--- config.mk ---
export PLATFORM = sky130hd
export DESIGN_NAME = temperature_threshold_monitor_top
export DESIGN_NICKNAME = d
export VERILOG_FILES = /design/src/hdl/ttm_pkg.sv /design/src/hdl/ttm_cfg.sv /design/src/hdl/ttm_div.sv /design/src/hdl/temperature_threshold_monitor_top.sv
export SDC_FILE = /design/constraint.sdc
export NUM_CORES = 1
export LEC_CHECK = 0
export BUFFER_PORTS_ARGS = -buffer_cell sky130_fd_sc_hd__buf_4
export CORE_UTILIZATION = 45
export CTS_BUF_LIST = sky130_fd_sc_hd__clkbuf_8 sky130_fd_sc_hd__clkbuf_16
export DETAILED_ROUTE_END_ITERATION = 8
export PLACE_DENSITY = 0.76
export SETUP_SLACK_MARGIN = 0.2
export SLEW_MARGIN = 0
export SYNTH_ARGS = -nofsm -noshare
export SYNTH_HDL_FRONTEND = slang
export SYNTH_SLANG_ARGS = --single-unit
--- constraint.sdc ---
create_clock -name clk -period 5.25 [get_ports clk]
set_input_delay 0.525 -clock clk [delete_from_list [all_inputs] [get_ports clk]]
set_output_delay 0.525 -clock clk [all_outputs]
set_load 0.02 [all_outputs]
--- src/hdl/ttm_pkg.sv ---
// Shared constants, configuration type and helper functions of the temperature monitor.
package ttm_pkg;

  localparam int COUNT_BITS   = 16;
  localparam int SAMPLE_BITS  = 16;
  localparam int SUM_BITS     = COUNT_BITS + SAMPLE_BITS;
  localparam int PCT_BITS     = COUNT_BITS + 14;
  localparam int DIV_BITS     = (SUM_BITS > PCT_BITS) ? SUM_BITS : PCT_BITS;
  localparam int DIV_CNT_BITS = $clog2(DIV_BITS);
  localparam int CMP_BITS     = ((SAMPLE_BITS > 16) ? SAMPLE_BITS : 16) + 1;

  localparam int ADDR_BITS    = 4;
  localparam int DATA_BITS    = 32;

  localparam logic [1:0] REG_UPPER_LIMIT      = 2'd0;
  localparam logic [1:0] REG_VALID_LOW        = 2'd1;
  localparam logic [1:0] REG_VALID_HIGH       = 2'd2;
  localparam logic [1:0] REG_ALARM_RUN_LENGTH = 2'd3;

  localparam logic [14:0] UPPER_LIMIT_RST = 15'd1280;
  localparam logic [15:0] VALID_LOW_RST   = 16'hFCE0;  // -800
  localparam logic [15:0] VALID_HIGH_RST  = 16'd2400;
  localparam logic [3:0]  RUN_LENGTH_RST  = 4'd3;

  localparam logic [1:0] OP_SAMPLE  = 2'd0;
  localparam logic [1:0] OP_END     = 2'd1;
  localparam logic [1:0] OP_RESTART = 2'd2;
  localparam logic [1:0] OP_UNUSED  = 2'd3;

  localparam logic [2:0] KIND_ACCEPTED   = 3'd0;
  localparam logic [2:0] KIND_ABOVE      = 3'd1;
  localparam logic [2:0] KIND_REJECTED   = 3'd2;
  localparam logic [2:0] KIND_ALARM_END  = 3'd3;
  localparam logic [2:0] KIND_MANUAL_END = 3'd4;
  localparam logic [2:0] KIND_IGNORED    = 3'd5;
  localparam logic [2:0] KIND_FULL       = 3'd6;

  localparam logic [13:0] PCT_SCALE = 14'd10000;

  typedef struct packed {
    logic [14:0] upper_limit;
    logic [15:0] valid_low;
    logic [15:0] valid_high;
    logic [3:0]  alarm_run_length;
  } cfg_t;

  // sign-extend or truncate a stored sample to the 16-bit report field
  function automatic logic [15:0] to_s16(input logic [SAMPLE_BITS-1:0] v);
    logic signed [CMP_BITS-1:0] w;
    w = CMP_BITS'($signed(v));
    return w[15:0];
  endfunction

  // low 16 bits of a count, zero-extended when the count is narrower
  function automatic logic [15:0] cnt16(input logic [COUNT_BITS-1:0] v);
    logic [COUNT_BITS+15:0] w;
    w = (COUNT_BITS + 16)'(v);
    return w[15:0];
  endfunction

endpackage

--- src/hdl/ttm_cfg.sv ---
// APB register file holding the monitor thresholds.
module ttm_cfg (
  input  logic                           clk,
  input  logic                           rst,
  input  logic                           psel,
  input  logic                           penable,
  input  logic                           pwrite,
  input  logic [ttm_pkg::ADDR_BITS-1:0]  paddr,
  input  logic [ttm_pkg::DATA_BITS-1:0]  pwdata,
  output logic [ttm_pkg::DATA_BITS-1:0]  prdata,
  output logic                           pready,
  output ttm_pkg::cfg_t                  cfg
);

  logic       wr_en;
  logic [1:0] reg_idx;

  assign pready  = 1'b1;
  assign wr_en   = psel && penable && pwrite;
  assign reg_idx = paddr[3:2];

  always_ff @(posedge clk) begin
    if (rst) begin
      cfg.upper_limit      <= ttm_pkg::UPPER_LIMIT_RST;
      cfg.valid_low        <= ttm_pkg::VALID_LOW_RST;
      cfg.valid_high       <= ttm_pkg::VALID_HIGH_RST;
      cfg.alarm_run_length <= ttm_pkg::RUN_LENGTH_RST;
    end else if (wr_en) begin
      unique case (reg_idx)
        ttm_pkg::REG_UPPER_LIMIT:      cfg.upper_limit      <= pwdata[14:0];
        ttm_pkg::REG_VALID_LOW:        cfg.valid_low        <= pwdata[15:0];
        ttm_pkg::REG_VALID_HIGH:       cfg.valid_high       <= pwdata[15:0];
        ttm_pkg::REG_ALARM_RUN_LENGTH: cfg.alarm_run_length <= pwdata[3:0];
        default: ;
      endcase
    end
  end

  always_comb begin
    unique case (reg_idx)
      ttm_pkg::REG_UPPER_LIMIT:      prdata = ttm_pkg::DATA_BITS'(cfg.upper_limit);
      ttm_pkg::REG_VALID_LOW:        prdata = ttm_pkg::DATA_BITS'(cfg.valid_low);
      ttm_pkg::REG_VALID_HIGH:       prdata = ttm_pkg::DATA_BITS'(cfg.valid_high);
      ttm_pkg::REG_ALARM_RUN_LENGTH: prdata = ttm_pkg::DATA_BITS'(cfg.alarm_run_length);
      default:                       prdata = '0;
    endcase
  end

endmodule

--- src/hdl/ttm_div.sv ---
// Shared restoring divider, one quotient bit per cycle.
module ttm_div (
  input  logic                            clk,
  input  logic                            rst,
  input  logic                            start,
  input  logic [ttm_pkg::DIV_BITS-1:0]    dividend,
  input  logic [ttm_pkg::COUNT_BITS-1:0]  divisor,
  output logic                            done,
  output logic [ttm_pkg::DIV_BITS-1:0]    quotient
);

  localparam logic [ttm_pkg::DIV_CNT_BITS-1:0] CNT_LAST =
    ttm_pkg::DIV_CNT_BITS'(ttm_pkg::DIV_BITS - 1);

  logic                                busy;
  logic [ttm_pkg::DIV_CNT_BITS-1:0]    cnt;
  logic [ttm_pkg::COUNT_BITS-1:0]      rem;
  logic [ttm_pkg::COUNT_BITS-1:0]      dsr;
  logic [ttm_pkg::COUNT_BITS:0]        rem_sh;
  logic [ttm_pkg::COUNT_BITS:0]        diff;
  logic [ttm_pkg::COUNT_BITS-1:0]      rem_next;
  logic                                q_bit;

  // quotient bits shift in from the bottom as dividend bits leave the top
  always_comb begin
    rem_sh = {rem, quotient[ttm_pkg::DIV_BITS-1]};
    diff   = rem_sh - {1'b0, dsr};
    q_bit  = !diff[ttm_pkg::COUNT_BITS];
    rem_next = q_bit ? diff[ttm_pkg::COUNT_BITS-1:0] : rem_sh[ttm_pkg::COUNT_BITS-1:0];
  end

  always_ff @(posedge clk) begin
    if (rst) begin
      busy <= 1'b0;
      done <= 1'b0;
      cnt  <= '0;
    end else begin
      done <= 1'b0;
      if (start) begin
        busy <= 1'b1;
        cnt  <= '0;
      end else if (busy) begin
        cnt <= cnt + 1'b1;
        if (cnt == CNT_LAST) begin
          busy <= 1'b0;
          done <= 1'b1;
        end
      end
    end
  end

  always_ff @(posedge clk) begin
    if (start) begin
      quotient <= dividend;
      rem      <= '0;
      dsr      <= divisor;
    end else if (busy) begin
      quotient <= {quotient[ttm_pkg::DIV_BITS-2:0], q_bit};
      rem      <= rem_next;
    end
  end

`ifndef ASSERT_OFF
  a_done_after_busy: assert property (@(posedge clk) disable iff (rst)
    done |-> $past(busy))
    else $error("divider done without a running division");
  a_no_start_busy: assert property (@(posedge clk) disable iff (rst)
    start |-> !busy)
    else $error("divider restarted while busy");
  a_nonzero_divisor: assert property (@(posedge clk) disable iff (rst)
    busy |-> dsr != '0)
    else $error("division by zero");
`endif

endmodule

--- src/hdl/temperature_threshold_monitor_top.sv ---
// Temperature threshold monitor: statistics, alarm run tracking and end-of-session report.
// A sample or ignored item's result is registered as it is taken; a restart yields none.
// An end report (manual or alarm) with samples runs the shared divider twice, mean then
// percentage, and no item is taken until it is done; an end with no samples is reported directly.
// Synchronous active-high reset clears statistics, sequencer and output valid; thresholds
// return to 1280, -800, 2400 and run length 3.
module temperature_threshold_monitor_top (
  input  logic                           clk,
  input  logic                           rst,
  input  logic                           psel,
  input  logic                           penable,
  input  logic                           pwrite,
  input  logic [ttm_pkg::ADDR_BITS-1:0]  paddr,
  input  logic [ttm_pkg::DATA_BITS-1:0]  pwdata,
  output logic [ttm_pkg::DATA_BITS-1:0]  prdata,
  output logic                           pready,
  input  logic                           in_valid,
  output logic                           in_ready,
  input  logic [1:0]                     opcode,
  input  logic signed [15:0]             sample,
  output logic                           out_valid,
  input  logic                           out_ready,
  output logic [2:0]                     kind,
  output logic [3:0]                     run_length,
  output logic [15:0]                    reading_count,
  output logic signed [15:0]             mean_value,
  output logic signed [15:0]             max_value,
  output logic signed [15:0]             min_value,
  output logic [15:0]                    above_count,
  output logic [13:0]                    above_percent,
  output logic                           stats_valid
);

  localparam logic [2:0] S_IDLE      = 3'd0;
  localparam logic [2:0] S_MEAN_GO   = 3'd1;
  localparam logic [2:0] S_MEAN_WAIT = 3'd2;
  localparam logic [2:0] S_PCT_GO    = 3'd3;
  localparam logic [2:0] S_PCT_WAIT  = 3'd4;

  localparam int CB = ttm_pkg::COUNT_BITS;
  localparam int SB = ttm_pkg::SAMPLE_BITS;
  localparam int WB = ttm_pkg::SUM_BITS;
  localparam int DB = ttm_pkg::DIV_BITS;
  localparam int XB = ttm_pkg::CMP_BITS;
  localparam int PB = ttm_pkg::PCT_BITS;

  ttm_pkg::cfg_t cfg;

  logic [2:0]    state;
  logic [CB-1:0] sample_total, sample_total_next;
  logic [WB-1:0] sample_sum, sample_sum_next;
  logic [SB-1:0] largest, largest_next;
  logic [SB-1:0] smallest, smallest_next;
  logic [CB-1:0] over_total, over_total_next;
  logic [3:0]    over_run, over_run_next;
  logic          session_ended, session_ended_next;
  logic [2:0]    rep_kind, rep_kind_next;
  logic [DB-1:0] mean_q;
  logic [PB-1:0] pct_dvd;

  logic          acc;
  logic          res_load;
  logic          go_report;
  logic [2:0]    res_kind;
  logic [SB-1:0] t_smp;
  logic signed [XB-1:0] t_ext, lo_ext, hi_ext, up_ext, large_ext, small_ext;
  logic          in_win;
  logic          above;
  logic [3:0]    run_inc;
  logic          have_next;
  logic [WB-1:0] sum_mag;
  logic [DB-1:0] mean_fix;

  logic          div_start;
  logic [DB-1:0] div_dividend;
  logic          div_done;
  logic [DB-1:0] div_q;

  ttm_cfg u_cfg (
    .clk     (clk),
    .rst     (rst),
    .psel    (psel),
    .penable (penable),
    .pwrite  (pwrite),
    .paddr   (paddr),
    .pwdata  (pwdata),
    .prdata  (prdata),
    .pready  (pready),
    .cfg     (cfg)
  );

  ttm_div u_div (
    .clk      (clk),
    .rst      (rst),
    .start    (div_start),
    .dividend (div_dividend),
    .divisor  (sample_total),
    .done     (div_done),
    .quotient (div_q)
  );

  assign in_ready = (state == S_IDLE) && (!out_valid || out_ready);
  assign acc      = in_valid && in_ready;

  assign t_smp     = sample[SB-1:0];
  assign t_ext     = XB'($signed(t_smp));
  assign lo_ext    = XB'($signed(cfg.valid_low));
  assign hi_ext    = XB'($signed(cfg.valid_high));
  assign up_ext    = XB'($signed({1'b0, cfg.upper_limit}));
  assign large_ext = XB'($signed(largest));
  assign small_ext = XB'($signed(smallest));
  assign in_win    = (t_ext >= lo_ext) && (t_ext <= hi_ext);
  assign above     = t_ext > up_ext;
  assign run_inc   = over_run + 4'd1;

  assign sum_mag   = sample_sum[WB-1] ? (~sample_sum + 1'b1) : sample_sum;
  assign mean_fix  = sample_sum[WB-1] ? (~mean_q + 1'b1) : mean_q;

  assign div_start    = (state == S_MEAN_GO) || (state == S_PCT_GO);
  assign div_dividend = (state == S_MEAN_GO) ? DB'(sum_mag) : DB'(pct_dvd);

  // item decode and statistics update
  always_comb begin
    sample_total_next  = sample_total;
    sample_sum_next    = sample_sum;
    largest_next       = largest;
    smallest_next      = smallest;
    over_total_next    = over_total;
    over_run_next      = over_run;
    session_ended_next = session_ended;
    rep_kind_next      = rep_kind;
    res_load           = 1'b0;
    go_report          = 1'b0;
    res_kind           = ttm_pkg::KIND_IGNORED;
    if (acc) begin
      priority if (opcode == ttm_pkg::OP_RESTART) begin
        sample_total_next  = '0;
        sample_sum_next    = '0;
        largest_next       = '0;
        smallest_next      = '0;
        over_total_next    = '0;
        over_run_next      = '0;
        session_ended_next = 1'b0;
      end else if (opcode == ttm_pkg::OP_UNUSED || session_ended) begin
        res_load = 1'b1;
        res_kind = ttm_pkg::KIND_IGNORED;
      end else if (opcode == ttm_pkg::OP_END) begin
        session_ended_next = 1'b1;
        if (sample_total == '0) begin
          res_load = 1'b1;
          res_kind = ttm_pkg::KIND_MANUAL_END;
        end else begin
          go_report     = 1'b1;
          rep_kind_next = ttm_pkg::KIND_MANUAL_END;
        end
      end else if (!in_win) begin
        res_load = 1'b1;
        res_kind = ttm_pkg::KIND_REJECTED;
      end else if (sample_total == '1) begin
        res_load = 1'b1;
        res_kind = ttm_pkg::KIND_FULL;
      end else begin
        sample_total_next = sample_total + 1'b1;
        sample_sum_next   = sample_sum + WB'($signed(t_smp));
        if (sample_total == '0) begin
          largest_next  = t_smp;
          smallest_next = t_smp;
        end else begin
          if (t_ext > large_ext) largest_next = t_smp;
          if (t_ext < small_ext) smallest_next = t_smp;
        end
        if (above) begin
          over_total_next = over_total + 1'b1;
          over_run_next   = run_inc;
          if (run_inc >= cfg.alarm_run_length) begin
            session_ended_next = 1'b1;
            go_report          = 1'b1;
            rep_kind_next      = ttm_pkg::KIND_ALARM_END;
          end else begin
            res_load = 1'b1;
            res_kind = ttm_pkg::KIND_ABOVE;
          end
        end else begin
          over_run_next = '0;
          res_load      = 1'b1;
          res_kind      = ttm_pkg::KIND_ACCEPTED;
        end
      end
    end
  end

  assign have_next = sample_total_next != '0;

  always_ff @(posedge clk) begin
    if (rst) begin
      state         <= S_IDLE;
      sample_total  <= '0;
      sample_sum    <= '0;
      largest       <= '0;
      smallest      <= '0;
      over_total    <= '0;
      over_run      <= '0;
      session_ended <= 1'b0;
      out_valid     <= 1'b0;
    end else begin
      sample_total  <= sample_total_next;
      sample_sum    <= sample_sum_next;
      largest       <= largest_next;
      smallest      <= smallest_next;
      over_total    <= over_total_next;
      over_run      <= over_run_next;
      session_ended <= session_ended_next;
      if (out_valid && out_ready) out_valid <= 1'b0;
      unique case (state)
        S_IDLE: begin
          if (res_load) out_valid <= 1'b1;
          if (go_report) state <= S_MEAN_GO;
        end
        S_MEAN_GO:   state <= S_MEAN_WAIT;
        S_MEAN_WAIT: if (div_done) state <= S_PCT_GO;
        S_PCT_GO:    state <= S_PCT_WAIT;
        S_PCT_WAIT: begin
          if (div_done) begin
            out_valid <= 1'b1;
            state     <= S_IDLE;
          end
        end
        default: state <= S_IDLE;
      endcase
    end
  end

  // report datapath and output item register
  always_ff @(posedge clk) begin
    rep_kind <= rep_kind_next;
    if (state == S_MEAN_GO) pct_dvd <= PB'(over_total) * PB'(ttm_pkg::PCT_SCALE);
    if (state == S_MEAN_WAIT && div_done) mean_q <= div_q;
    if (state == S_IDLE && res_load) begin
      kind          <= res_kind;
      run_length    <= over_run_next;
      reading_count <= ttm_pkg::cnt16(sample_total_next);
      mean_value    <= '0;
      max_value     <= have_next ? ttm_pkg::to_s16(largest_next) : 16'd0;
      min_value     <= have_next ? ttm_pkg::to_s16(smallest_next) : 16'd0;
      above_count   <= ttm_pkg::cnt16(over_total_next);
      above_percent <= '0;
      stats_valid   <= have_next;
    end else if (state == S_PCT_WAIT && div_done) begin
      kind          <= rep_kind;
      run_length    <= over_run;
      reading_count <= ttm_pkg::cnt16(sample_total);
      mean_value    <= mean_fix[15:0];
      max_value     <= ttm_pkg::to_s16(largest);
      min_value     <= ttm_pkg::to_s16(smallest);
      above_count   <= ttm_pkg::cnt16(over_total);
      above_percent <= div_q[13:0];
      stats_valid   <= 1'b1;
    end
  end

`ifndef ASSERT_OFF
  a_report_after_end: assert property (@(posedge clk) disable iff (rst)
    (state != S_IDLE) |-> session_ended)
    else $error("report running without session end");
  a_report_has_samples: assert property (@(posedge clk) disable iff (rst)
    (state != S_IDLE) |-> (sample_total != '0))
    else $error("report started with empty statistics");
  a_over_le_total: assert property (@(posedge clk) disable iff (rst)
    over_total <= sample_total)
    else $error("above count exceeds sample count");
  a_done_in_wait: assert property (@(posedge clk) disable iff (rst)
    div_done |-> (state == S_MEAN_WAIT || state == S_PCT_WAIT))
    else $error("divider result outside a wait state");
  a_no_load_while_full: assert property (@(posedge clk) disable iff (rst)
    (state == S_PCT_WAIT && div_done) |-> !out_valid)
    else $error("report would overwrite a pending item");
`endif

endmodule

==> summary.txt <==
Class of the worst hold path: primary input to flip-flop
Post-synth top area share: 21.3%
Via count of the first global-routing pass: 18684
Worst Path Max Fanout: 4
R2R cell count: 20
Final-stage net count: 3010
CTS buffer count: 42
Worst Path Class, Setup: flip-flop to flip-flop
Area contributors post-synth: edfxtp_1 (21%), dfxtp_1 (18%), ha_1 (12%)
Asr flop ratio synth: 0%
Initial antenna violation count: 0
Slew HR: 18.0%
GRT Total Usage: 23.0%
Post-synth EDFFs: 164
# DRC: 0
Detailed Routing Iterations Pass 1: 6
Design Power: 7520 µW
Start point of the critical path: over_total[4]
Iter 0 DRT Violations: 1361
Die area: 0.0523 mm²
Wire length per cell: 18.0 µm
Core footprint: 0.0505 mm²
Flops & latches, synth: 373
Vias/cell: 5.61
Largest net degree at the start of global routing: 82
Rows: 82
CTS clock-pin slew for the worst setup and hold paths: 0.06 ns
Root Driver: clkbuf_16
Pwr Density: 282 mW/mm²
Num ports: 198
Avg Inst Size Synth: 9.11 µm²
Crit end category: flip-flop
CP startpoint kind: flip-flop
HP Start: pwdata[4]
Period utilization: 92.1%
Clk sink count: 373
Mapped Area: 0.0231 mm²
Worst reg2reg path startpoint: over_total[4]
Post-Synthesis Cells: 2541
Unrepaired setup endpoints after global routing: false
Detailed Place HPWL: 44400 µm
Total congestion overflow: 0
Synth unique cells: 82
Starting Density: 45.9%
Status: finished, final reports clean
Max cap viols: 0
Top-count cell post-synth: nand2_1
Layout cell share with drive strength beyond 1: 13.1%
Port Buffer Count: 162
Tmin final: 4.84 ns
Hold depth: 3
Slew Viols, Final: 0
Synth cell count leaders: nand2_1 (280), nor2_1 (244), inv_1 (227)
Largest area contributor in the netlist: edfxtp_1
Worst VDD drop: 0.000206 V
Max Freq: 0.207 GHz
Post-DRT Antenna Nets: 0
Die Y: 229 µm
Setup TNS: 0 ns
Overall die width: 229 µm
Sequential fraction of the synthesis area: 39.4%
CTS tree: yes
Area Growth Syn to Fin: 15.1%
Yosys warns: 0
Clock insertion delay at the later pin of the skew report: 0.60 ns
Crit path arrival time: 5.15 ns
# setup viols final: 0
CP required: 5.56 ns
Placer congestion estimate: 0.931
Via count: 19070
P_leak: 0.0115 µW
First-pass GRT wire length: 97200 µm
Final WL: 61100 µm
Clk_skew: 0.0436 ns
Synth Flop Type: dfxtp_1
Least-Margin Pin Slew: 1.23 ns
Final Hold Viols: 0
Clk buf depth: 3
H-tree Lvls: 2
==> metrics by stage <==
stage / area [µm²] / std cells / setup WS, ns / hold slack [ns] / util (%)
6_report: 26600 / 3398 / 0.415 / 0.170 / 52.8
5_1_grt: 26600 / 3396 / 0.200 / 0.165 / 52.8
4_1_cts: 26500 / 3391 / 0.202 / 0.146 / 52.6
3_5_place_dp: 25100 / 3313 / 0.213 / 0.449 / 49.7
3_3_place_gp: 25100 / 3313 / 0.263 / 0.450 / 49.7
2_1_floorplan: 23200 / 2556 / 0.269 / 0.403 / -
==> registers in the layout (all words and copies together), names as in the netlist, 16 cells and up <==
name / flops
u_cfg.cfg: 51
pct_dvd: 26
sample_sum: 32
u_div.rem: 16
reading_count: 16
sample_total: 16
above_count: 16
smallest: 16
largest: 16
min_value: 16
max_value: 16
u_div.quotient: 32
u_div.dsr: 16
over_total: 16
mean_value: 16
mean_q: 16
==> critical path: stages (launching register included) <==
cell      delay, ns
dfxtp_1        0.33
inv_1          0.07
fa_1           0.53
inv_1          0.04
ha_1           0.26
inv_1          0.05
fa_1           0.52
inv_1          0.04
ha_1           0.26
inv_1          0.05
fa_1           0.50
inv_1          0.04
ha_2           0.20
or2_2          0.33
o22ai_4        0.13
o2111a_1       0.23
nor3_1         0.10
or4_1          0.43
a31o_2         0.27
a21oi_2        0.15
xnor2_1        0.07
==> path summary, 6_finish.rpt <==
path / to / slack [ns]
min reg2reg: mean_value[14] / 0.46
max reg2reg: pct_dvd[28] / 0.41
min: u_cfg.cfg[24] / 0.17
max: pct_dvd[28] / 0.41
==> cells by family after synthesis <==
logic type / share of synthesized area [%]
xor+xnor: 5.68
simple gates: 15.4
mux: 2.72
compound gates: 15.5
fa+ha+maj: 15.2
other cells: 0.0324
buf+inv: 6.16
flops: 39.4
==> cells in the final DEF (no fill, tap or decap), types with 44 or more instances in the layout <==
cell type,netlist,layout
nand2_1,280,279
nor2_1,244,243
inv_1,227,232
ha_1,222,220
dfxtp_1,209,206
buf_4,19,206
a21oi_1,181,179
edfxtp_1,164,164
o21ai_0,136,134
xnor2_1,90,90
xor2_1,60,60
mux2i_1,49,49
nor3_1,45,44
==> metal layers <==
layer	wire length, µm	up-vias	track usage (%)
li1	-	9148	-
met1	26200	9138	29.3
met2	28900	640	38.5
met4	2130	0	8.71
met3	3890	144	4.38
met5	0	-	0
==> cell type report <==
type | instances | area (µm²)
clock buffer | 46 | 1120
fill | 4485 | 23800
inverter | 230 | 871
clock inverter | 32 | 339
timing repair buffer | 208 | 1590
antenna | 2 | 5.00
tap | 672 | 841
multi-input combinational | 1835 | 12800
sequential | 373 | 9110
==> power by group <==
group	internal, µW	total [µW]	switching, µW
registers	3140	3220	80.1
clock network	1840	3100	1260
logic	466	1200	736
==> repair_timing <==
action                                  CTS  global route
endpoints found under the setup margin    0             3
setup buffers                             0             5
hold buffers                              0             0
gates resized for setup                   0            16
hold endpoints to repair                  0             0
(Power assumes the default switching activity.)
